--- src/rtl/sha1md_pkg.sv ---
`default_nettype none

package sha1md_pkg;

   // one queued command, already stripped of items that do nothing
   typedef struct packed {
      logic [7:0] data_byte;
      logic       byte_present;
      logic       end_of_message;
   } cmd_type;

   // write side of the command queue
   typedef struct packed {
      logic    valid;
      cmd_type cmd;
   } q_push_type;

   // head of the command queue as seen by the engine
   typedef struct packed {
      logic    valid;
      cmd_type cmd;
   } q_head_type;

   localparam int unsigned DIGEST_WORDS = 5;
   localparam int unsigned BLOCK_WORDS  = 16;
   localparam int unsigned ROUNDS       = 80;

   localparam logic [2:0] LAST_WORD   = 3'(DIGEST_WORDS - 1);
   localparam logic [6:0] LAST_ROUND  = 7'(ROUNDS - 1);

   localparam logic [7:0]  PAD_BYTE   = 8'h80;
   localparam logic [5:0]  LAST_POS   = 6'd63;

   localparam logic [31:0] K_ROUND_0  = 32'h5a827999;
   localparam logic [31:0] K_ROUND_1  = 32'h6ed9eba1;
   localparam logic [31:0] K_ROUND_2  = 32'h8f1bbcdc;
   localparam logic [31:0] K_ROUND_3  = 32'hca62c1d6;

   localparam logic [31:0] INIT_HASH [DIGEST_WORDS] = '{
      32'h67452301, 32'hefcdab89, 32'h98badcfe, 32'h10325476, 32'hc3d2e1f0
   };

   // round constant by quarter
   function automatic logic [31:0] round_k(input logic [6:0] rnd);
      logic [31:0] k;
      if (rnd < 7'd20) begin
         k = K_ROUND_0;
      end else if (rnd < 7'd40) begin
         k = K_ROUND_1;
      end else if (rnd < 7'd60) begin
         k = K_ROUND_2;
      end else begin
         k = K_ROUND_3;
      end
      return k;
   endfunction

   // boolean round function by quarter
   function automatic logic [31:0] round_f(input logic [6:0]  rnd,
                                            input logic [31:0] b,
                                            input logic [31:0] c,
                                            input logic [31:0] d);
      logic [31:0] f;
      if (rnd < 7'd20) begin
         f = (b & c) | (~b & d);
      end else if (rnd < 7'd40) begin
         f = b ^ c ^ d;
      end else if (rnd < 7'd60) begin
         f = (b & c) | (b & d) | (c & d);
      end else begin
         f = b ^ c ^ d;
      end
      return f;
   endfunction

endpackage

`default_nettype wire

--- src/rtl/sha1md_queue.sv ---
`default_nettype none

module sha1md_queue #(
   parameter int DEPTH = 4
) (
   input  wire                   clock,
   input  wire                   reset,
   input  sha1md_pkg::q_push_type push,
   output logic                  full,
   output sha1md_pkg::q_head_type head,
   input  wire                   pop
);
   import sha1md_pkg::*;

   localparam int PTR_W = $clog2(DEPTH);
   localparam int CNT_W = $clog2(DEPTH + 1);

   cmd_type            mem_ff [DEPTH];
   logic [PTR_W-1:0]   wr_ptr_ff;
   logic [PTR_W-1:0]   rd_ptr_ff;
   logic [CNT_W-1:0]   count_ff;
   logic               do_push;
   logic               do_pop;

   assign full     = (count_ff == CNT_W'(DEPTH));
   assign do_push  = push.valid && !full;
   assign do_pop   = pop && (count_ff != '0);

   // show-ahead head of the queue
   assign head.valid = (count_ff != '0);
   assign head.cmd   = mem_ff[rd_ptr_ff];

   // storage
   always_ff @(posedge clock) begin
      if (do_push) begin
         mem_ff[wr_ptr_ff] <= push.cmd;
      end
   end

   // pointers and fill count
   always_ff @(posedge clock) begin
      if (reset) begin
         wr_ptr_ff <= '0;
         rd_ptr_ff <= '0;
         count_ff  <= '0;
      end else begin
         if (do_push) begin
            wr_ptr_ff <= (wr_ptr_ff == PTR_W'(DEPTH - 1)) ? '0 : wr_ptr_ff + 1'b1;
         end
         if (do_pop) begin
            rd_ptr_ff <= (rd_ptr_ff == PTR_W'(DEPTH - 1)) ? '0 : rd_ptr_ff + 1'b1;
         end
         if (do_push && !do_pop) begin
            count_ff <= count_ff + 1'b1;
         end else if (do_pop && !do_push) begin
            count_ff <= count_ff - 1'b1;
         end
      end
   end

endmodule

`default_nettype wire

--- src/rtl/sha1md_front.sv ---
`default_nettype none

module sha1md_front (
   input  wire                   clock,
   input  wire                   reset,
   input  wire                   req_valid,
   output logic                  req_stall,
   input  wire  [7:0]            req_data_byte,
   input  wire                   req_byte_present,
   input  wire                   req_end_of_message,
   output sha1md_pkg::q_push_type push,
   input  wire                   q_full
);
   import sha1md_pkg::*;

   logic    hold_valid_ff;
   cmd_type hold_cmd_ff;
   logic    req_accept;
   logic    useful;
   logic    can_load;

   // items with neither a byte nor an end mark are dropped here
   assign useful     = req_byte_present || req_end_of_message;
   assign can_load   = !hold_valid_ff || !q_full;
   assign req_stall  = !can_load;
   assign req_accept = req_valid && !req_stall;

   assign push.valid = hold_valid_ff;
   assign push.cmd   = hold_cmd_ff;

   // input holding stage in front of the queue
   always_ff @(posedge clock) begin
      if (reset) begin
         hold_valid_ff <= 1'b0;
      end else if (can_load) begin
         hold_valid_ff <= req_accept && useful;
      end
   end

   always_ff @(posedge clock) begin
      if (req_accept && can_load) begin
         hold_cmd_ff.data_byte      <= req_data_byte;
         hold_cmd_ff.byte_present   <= req_byte_present;
         hold_cmd_ff.end_of_message <= req_end_of_message;
      end
   end

endmodule

`default_nettype wire

--- src/rtl/sha1md_engine.sv ---
`default_nettype none

module sha1md_engine (
   input  wire                    clock,
   input  wire                    reset,
   input  sha1md_pkg::q_head_type  head,
   output logic                   pop,
   output logic                   rsp_valid,
   input  wire                    rsp_stall,
   output logic [31:0]            rsp_digest_word,
   output logic [2:0]             rsp_word_number,
   output logic                   rsp_final_word
);
   import sha1md_pkg::*;

   typedef enum logic [2:0] {
      ST_IDLE,
      ST_PAD,
      ST_LEN,
      ST_ROUND,
      ST_FINISH,
      ST_EMIT
   } state_type;

   // where to go once a compression is folded in
   typedef enum logic [1:0] {
      RET_IDLE,
      RET_PAD,
      RET_LEN,
      RET_EMIT
   } ret_type;

   state_type          state_ff;
   ret_type            ret_ff;
   logic [3:0][7:0]    buf_ff   [BLOCK_WORDS];
   logic [31:0]        chain_ff [DIGEST_WORDS];
   logic [31:0]        a_ff, b_ff, c_ff, d_ff, e_ff;
   logic [63:0]        len_ff;
   logic [6:0]         round_ff;
   logic [2:0]         word_ff;
   logic               rsp_valid_ff;
   logic [31:0]        rsp_digest_word_ff;
   logic [2:0]         rsp_word_number_ff;
   logic               rsp_final_word_ff;

   logic [5:0]         pos;
   logic [3:0]         widx;
   logic [1:0]         lane;
   logic [31:0]        sched_in;
   logic [31:0]        t_in;
   logic               rsp_free;

   assign pos  = len_ff[8:3];
   assign widx = pos[5:2];
   assign lane = 2'd3 - pos[1:0];

   assign pop      = (state_ff == ST_IDLE) && head.valid;
   assign rsp_free = !rsp_valid_ff || !rsp_stall;

   // message schedule: next word from the sliding 16-word window
   always_comb begin
      sched_in = buf_ff[13] ^ buf_ff[8] ^ buf_ff[2] ^ buf_ff[0];
      sched_in = {sched_in[30:0], sched_in[31]};
   end

   // one compression round
   assign t_in = {a_ff[26:0], a_ff[31:27]} + round_f(round_ff, b_ff, c_ff, d_ff)
                 + e_ff + round_k(round_ff) + buf_ff[0];

   assign rsp_valid       = rsp_valid_ff;
   assign rsp_digest_word = rsp_digest_word_ff;
   assign rsp_word_number = rsp_word_number_ff;
   assign rsp_final_word  = rsp_final_word_ff;

   // sequencer, block buffer, hash state and output register
   always_ff @(posedge clock) begin
      if (reset) begin
         state_ff     <= ST_IDLE;
         ret_ff       <= RET_IDLE;
         len_ff       <= '0;
         round_ff     <= '0;
         word_ff      <= '0;
         rsp_valid_ff <= 1'b0;
         for (int i = 0; i < DIGEST_WORDS; i++) begin
            chain_ff[i] <= INIT_HASH[i];
         end
         for (int i = 0; i < BLOCK_WORDS; i++) begin
            buf_ff[i] <= '0;
         end
      end else begin
         // result register drains while the sequencer is not emitting
         if (rsp_valid_ff && !rsp_stall && (state_ff != ST_EMIT)) begin
            rsp_valid_ff <= 1'b0;
         end

         unique case (state_ff)
            ST_IDLE: begin
               if (head.valid) begin
                  if (head.cmd.byte_present) begin
                     buf_ff[widx][lane] <= head.cmd.data_byte;
                     len_ff             <= len_ff + 64'd8;
                     if (pos == LAST_POS) begin
                        a_ff     <= chain_ff[0];
                        b_ff     <= chain_ff[1];
                        c_ff     <= chain_ff[2];
                        d_ff     <= chain_ff[3];
                        e_ff     <= chain_ff[4];
                        round_ff <= '0;
                        ret_ff   <= head.cmd.end_of_message ? RET_PAD : RET_IDLE;
                        state_ff <= ST_ROUND;
                     end else if (head.cmd.end_of_message) begin
                        state_ff <= ST_PAD;
                     end
                  end else if (head.cmd.end_of_message) begin
                     state_ff <= ST_PAD;
                  end
               end
            end

            // end marker byte; spill to an extra block when no room for length
            ST_PAD: begin
               buf_ff[widx][lane] <= PAD_BYTE;
               if (pos[5:3] == 3'b111) begin
                  a_ff     <= chain_ff[0];
                  b_ff     <= chain_ff[1];
                  c_ff     <= chain_ff[2];
                  d_ff     <= chain_ff[3];
                  e_ff     <= chain_ff[4];
                  round_ff <= '0;
                  ret_ff   <= RET_LEN;
                  state_ff <= ST_ROUND;
               end else begin
                  state_ff <= ST_LEN;
               end
            end

            // bit length into the last two words, then the final block
            ST_LEN: begin
               buf_ff[14] <= len_ff[63:32];
               buf_ff[15] <= len_ff[31:0];
               a_ff       <= chain_ff[0];
               b_ff       <= chain_ff[1];
               c_ff       <= chain_ff[2];
               d_ff       <= chain_ff[3];
               e_ff       <= chain_ff[4];
               round_ff   <= '0;
               ret_ff     <= RET_EMIT;
               state_ff   <= ST_ROUND;
            end

            ST_ROUND: begin
               e_ff <= d_ff;
               d_ff <= c_ff;
               c_ff <= {b_ff[1:0], b_ff[31:2]};
               b_ff <= a_ff;
               a_ff <= t_in;
               for (int i = 0; i < BLOCK_WORDS - 1; i++) begin
                  buf_ff[i] <= buf_ff[i + 1];
               end
               buf_ff[BLOCK_WORDS - 1] <= sched_in;
               round_ff <= round_ff + 7'd1;
               if (round_ff == LAST_ROUND) begin
                  state_ff <= ST_FINISH;
               end
            end

            // fold the working variables into the chain and clear the block
            ST_FINISH: begin
               chain_ff[0] <= chain_ff[0] + a_ff;
               chain_ff[1] <= chain_ff[1] + b_ff;
               chain_ff[2] <= chain_ff[2] + c_ff;
               chain_ff[3] <= chain_ff[3] + d_ff;
               chain_ff[4] <= chain_ff[4] + e_ff;
               for (int i = 0; i < BLOCK_WORDS; i++) begin
                  buf_ff[i] <= '0;
               end
               round_ff <= '0;
               word_ff  <= '0;
               unique case (ret_ff)
                  RET_IDLE: state_ff <= ST_IDLE;
                  RET_PAD:  state_ff <= ST_PAD;
                  RET_LEN:  state_ff <= ST_LEN;
                  RET_EMIT: state_ff <= ST_EMIT;
                  default:  state_ff <= ST_IDLE;
               endcase
            end

            // one digest beat per free slot in the result register
            ST_EMIT: begin
               if (rsp_free) begin
                  rsp_valid_ff       <= 1'b1;
                  rsp_digest_word_ff <= chain_ff[word_ff];
                  rsp_word_number_ff <= word_ff;
                  rsp_final_word_ff  <= (word_ff == LAST_WORD);
                  if (word_ff == LAST_WORD) begin
                     for (int i = 0; i < DIGEST_WORDS; i++) begin
                        chain_ff[i] <= INIT_HASH[i];
                     end
                     len_ff   <= '0;
                     state_ff <= ST_IDLE;
                  end else begin
                     word_ff <= word_ff + 3'd1;
                  end
               end
            end

            default: state_ff <= ST_IDLE;
         endcase
      end
   end

endmodule

`default_nettype wire

--- src/rtl/sha1_message_digest_top.sv ---
`default_nettype none

// SHA-1 digest of a byte stream.
// Request channel: one beat per item, req_data_byte counted when
// req_byte_present is high; req_end_of_message closes the message (with or
// without a byte) and starts padding, the length block and the digest.
// Beats with neither flag are dropped at the input stage.
// Response channel: five beats per message, word 0 (most significant) first,
// rsp_final_word high on word 4.
// Input beats pass a holding stage and a short command queue, so the request
// side keeps flowing while the engine compresses, up to QUEUE_DEPTH + 1 beats.
// The engine takes one byte per cycle while idle; the 64th byte of a block
// starts the compression round loop and a fold into the chain, during which
// no bytes are taken and further beats wait in the queue.
// End of message: the pad byte is written, then the length is loaded and the
// length block compressed (after an extra block when the length does not fit),
// then five result beats, one per cycle while rsp_stall stays low.
// Reset (synchronous, active high) loads the initial hash, clears the block
// and empties the queue. A stall on rsp_stall holds the current result beat;
// the engine waits for the result register and back-pressure then reaches
// req_stall once the queue fills.
module sha1_message_digest_top #(
   parameter int QUEUE_DEPTH = 4
) (
   input  wire         clock,
   input  wire         reset,
   input  wire         req_valid,
   output logic        req_stall,
   input  wire  [7:0]  req_data_byte,
   input  wire         req_byte_present,
   input  wire         req_end_of_message,
   output logic        rsp_valid,
   input  wire         rsp_stall,
   output logic [31:0] rsp_digest_word,
   output logic [2:0]  rsp_word_number,
   output logic        rsp_final_word
);
   import sha1md_pkg::*;

   q_push_type q_push;
   q_head_type q_head;
   logic       q_full;
   logic       q_pop;

   // input stage: accept and classify beats
   sha1md_front u_front (
      .clock              (clock),
      .reset              (reset),
      .req_valid          (req_valid),
      .req_stall          (req_stall),
      .req_data_byte      (req_data_byte),
      .req_byte_present   (req_byte_present),
      .req_end_of_message (req_end_of_message),
      .push               (q_push),
      .q_full             (q_full)
   );

   // command queue between front and engine
   sha1md_queue #(
      .DEPTH (QUEUE_DEPTH)
   ) u_queue (
      .clock (clock),
      .reset (reset),
      .push  (q_push),
      .full  (q_full),
      .head  (q_head),
      .pop   (q_pop)
   );

   // packing, padding, compression and digest output
   sha1md_engine u_engine (
      .clock           (clock),
      .reset           (reset),
      .head            (q_head),
      .pop             (q_pop),
      .rsp_valid       (rsp_valid),
      .rsp_stall       (rsp_stall),
      .rsp_digest_word (rsp_digest_word),
      .rsp_word_number (rsp_word_number),
      .rsp_final_word  (rsp_final_word)
   );

endmodule

`default_nettype wire
--- config.mk ---
export PLATFORM = sky130hd
export DESIGN_NAME = sha1_message_digest_top
export DESIGN_NICKNAME = d
export VERILOG_FILES = /design/src/rtl/sha1md_pkg.sv /design/src/rtl/sha1md_queue.sv /design/src/rtl/sha1md_front.sv /design/src/rtl/sha1md_engine.sv /design/src/rtl/sha1_message_digest_top.sv
export SDC_FILE = /design/constraint.sdc
export NUM_CORES = 2
export LEC_CHECK = 0
export CORE_MARGIN = 2
export CORE_UTILIZATION = 57
export CTS_BUF_LIST = sky130_fd_sc_hd__clkbuf_16
export CTS_CLUSTER_SIZE = 24
export DETAILED_ROUTE_END_ITERATION = 8
export DONT_BUFFER_PORTS = 1
export PLACE_DENSITY = 0.8
export SLEW_MARGIN = 5
export SYNTH_ARGS = -nofsm -noshare
export SYNTH_HDL_FRONTEND = slang
export SYNTH_SLANG_ARGS = --single-unit
--- constraint.sdc ---
create_clock -name clock -period 43.2 [get_ports clock]
set_input_delay 0 -clock clock [delete_from_list [all_inputs] [get_ports clock]]
set_output_delay 0 -clock clock [all_outputs]
set_load 0.005 [all_outputs]
==> flow_metrics.tcl <==
set metrics [dict create \
    synth-seq-cells 1005 \
    dp_hpwl_um 104000 \
    drc_errors 0 \
    relSlewSlack_pct 17.5 \
    synthAdderAreaFrac_pct 9.69 \
    drtIter0Drc 5174 \
    synth_top_area_share_pct 49.3 \
    critPathCaptureType "flip-flop" \
    setup-violations-final 0 \
    clk_path_buf_depth 3 \
    ios 52 \
    synth_top_family_by_area "simple AND/OR/NAND/NOR gates" \
    drtPass1Iterations 8 \
    synth_compound_area_share_pct 13.2 \
    initial_core_util_pct 57.6 \
    tns_ns 0 \
    arrival_ns 6.88 \
    timing.fmax_ghz 0.154 \
    report.final.hold_viol_count 0 \
    synth.area.mux_share_pct 2.57 \
    fin_crit_ns 6.48 \
    coreArea_um2 97000 \
    placementRows 114 \
    skew_ns 0.0477 \
    yosys_most_used_dff "edfxtp_1" \
    grt_pass1_vias 40600 \
    p_per_area_nw_per_um2 46.4 \
    synth.distinct_cells 91 \
    cts_tree "yes" \
    worstRegToRegCells 25 \
    worstPathMaxFanout 35 \
    via_count 42000 \
    detail-route-antenna-nets 0 \
    vias_per_cell 6.39 \
    critPathKind "flip-flop to flip-flop" \
    synth_area_leaders "edfxtp_1 49%, nand2_1 7.2%, o21ai_0 5.7%, ha_1 5.2%, fa_1 4.5%" \
    antenna_found_initial 2 \
    clk_latency_ns 0.72 \
    synthArstFlopShare_pct 0 \
    cts_root_buffer "clkbuf_16" \
    layout-drive-gt1-share_pct 5.77 \
    die_y_um 317 \
    hp-class "input port to flip-flop" \
    hold-path-cell-count 4 \
    grt_pass1_wl_um 235000 \
    nFillCells 7396 \
    mostFrequentLayoutCells "1071 x nand2_1, 918 x edfxtp_1, 635 x o21ai_0" \
    syn2layout_area_growth_pct 8.47 \
    yosys_warnings 0 \
    cp-start-kind "flip-flop" \
    synth_edf_count 918 \
    synth_area_um2 55900 \
    drv_slew 0 \
    placed_cell_area_um2 57000 \
    synth_top_area_cell "edfxtp_1" \
    final_common_cell "nand2_1" \
    wirelength_um 153000 \
    gp_congestion 0.980 \
    grt_max_degree 220 \
    port-buffer-count 0 \
    synth_xor_area_share_pct 4.53 \
    die-area_um2 101000 \
    crit_required_ns 43.60 \
    synth-seq-area-share_pct 52.4 \
    cts-htree-levels 3 \
    status "complete, no violations" \
    cts_buffers 102 \
    diodes 0 \
    cap_violations 0 \
    synth-simple-area-share_pct 14.4 \
    syn-num-nets 5666 \
    routedWlPerCell_um 23.3 \
    final_nets 5587 \
    syn_avg_cell_area_um2 10.6 \
    finalInstanceArea_um2 60600 \
    grt_setup_unrepaired "no" \
    grt_usage_pct 30.5 \
    power.leakage_nw 22.7 \
    die_width_um 317 \
    period_share_pct 15.0 \
    cts_sinks 1005 \
    tightest_slew_ns 1.23 \
    peakVddDrop_mv 0.0405 \
    overflow 0 \
    synthCells 5294 \
    clkTransAtPathRegs_ns 0.07 \
]
-- state kept, by name, summed over array words and instances (netlist names), 2 cells and up, named ones only --
register and count:
u_engine.a_ff 32, u_front.push 10, u_engine.len_ff 61, u_engine.buf_ff 512
u_engine.word_ff 3, u_engine.rsp_digest_word 32, u_engine.round_ff 7, u_queue.count_ff 3
u_engine.b_ff 32, u_engine.e_ff 32, u_engine.chain_ff 160, u_queue.wr_ptr_ff 2
u_engine.rsp_word_number 3, u_engine.state_ff 3, u_queue.mem_ff 40, u_engine.d_ff 32
u_engine.ret_ff 2, u_engine.c_ff 32, u_queue.rd_ptr_ff 2
-- metrics by stage --
| step | total power, W | worst slack (ns) | std cells | utilization (%) | hold slack (ns) |
|---|---|---|---|---|---|
| floorplan | 0.00170 | 29.66 | 5294 | - | 0.0989 |
| detailed placement | 0.00190 | 36.73 | 6362 | 58.7 | 0.0775 |
| global route | 0.00293 | 36.21 | 6579 | 62.5 | 0.0567 |
| finish | 0.00281 | 36.72 | 6579 | 62.5 | 0.0381 |
| CTS | 0.00280 | 36.70 | 6579 | 62.5 | 0.00299 |
| global placement | 0.00189 | 36.82 | 6362 | 58.7 | 0.0738 |
-- synth_stat cells, types with 7 or more instances --
cell type / n
a21oi_1: 191
o211ai_1: 17
dfxtp_1: 87
inv_1: 225
mux2i_1: 13
and2_1: 26
o21a_1: 24
nand2_1: 1072
a2111oi_0: 9
clkbuf_1: 218
ha_1: 233
xor2_1: 139
o21ai_0: 635
a22o_1: 32
and3_1: 46
mux4_2: 42
nor2_1: 269
nand2b_1: 26
a221oi_1: 33
o21ai_1: 8
mux2_2: 32
o32ai_1: 21
and4_1: 11
xnor2_1: 150
a31oi_1: 21
or2_2: 8
a211oi_1: 27
o32a_1: 7
a21o_1: 116
or3_1: 29
buf_1: 18
nor3b_1: 9
nand4_1: 21
edfxtp_1: 918
nor4_1: 8
o21bai_1: 20
nor3_1: 61
nand3_1: 186
fa_1: 125
nor2b_1: 52
-- worst paths after layout --
path,from,end,slack [ns]
max,u_engine.round_ff[3],u_engine.a_ff[29],36.72
min,reset,u_engine.buf_ff[13][13],0.04
max reg2reg,u_engine.round_ff[3],u_engine.a_ff[29],36.72
min reg2reg,u_queue.rd_ptr_ff[1],u_queue.rd_ptr_ff[1],0.49
-- report_power, final --
group / switching [W] / leakage (nW) / internal [W]
clock: 0.000397 / 1.73 / 0.000509
combinational: 0.000455 / 11.5 / 0.000237
sequential: 0.0000627 / 9.49 / 0.00115
-- layout make-up --
class,count,area (um2),share of cell area [%]
clock inverter,89,831,1.37
multi-input combinational,3821,24900,41.1
tap,1276,1600,2.63
inverter,226,848,1.40
sequential,1005,29300,48.3
clock buffer,103,2580,4.25
timing repair buffer,59,541,0.891
-- per-layer routing --
metal | vias up | part of all wire (%) | GRT usage [%]
li1 | 18800 | - | -
met2 | 2499 | 45 | 47.4
met1 | 20300 | 38 | 41.0
met3 | 423 | 11 | 6.23
met4 | 6 | 5.5 | 15.3
met5 | - | 0.033 | 0
-- kinds of logic after synthesis --
group | after synthesis
flops | 1005
fa+ha+maj | 358
xor+xnor | 289
simple gates | 1851
buf+inv | 468
mux | 87
compound gates | 1236
-- worst max-delay path: stages, from the launching register on --
cell and delay, ns:
dfxtp_1 0.35, and3_1 0.24, nor3_1 0.31, clkinv_1 0.10, buf_4 0.28, nand2_1 0.10
buf_4 0.38, nor2_1 0.08, a211oi_1 0.31, fa_1 0.47, inv_1 0.09, fa_1 0.43
fa_1 0.50, inv_1 0.05, ha_1 0.21, inv_1 0.09, fa_1 0.22, nor2b_1 0.07
o31a_1 0.29, o211ai_1 0.34, a211oi_1 0.15, nor2_1 0.38, o211ai_1 0.21, o31ai_1 0.29
xor2_1 0.17, o21ai_0 0.08
-- what timing repair did --
| item | CTS | global route |
|---|---|---|
| hold buffers | 25 | 0 |
| gates resized for setup | 0 | 0 |
| endpoints found under the hold margin | 230 | 0 |
| buffers inserted | 0 | 0 |
No activity file was read; power rests on OpenSTA's default activity.
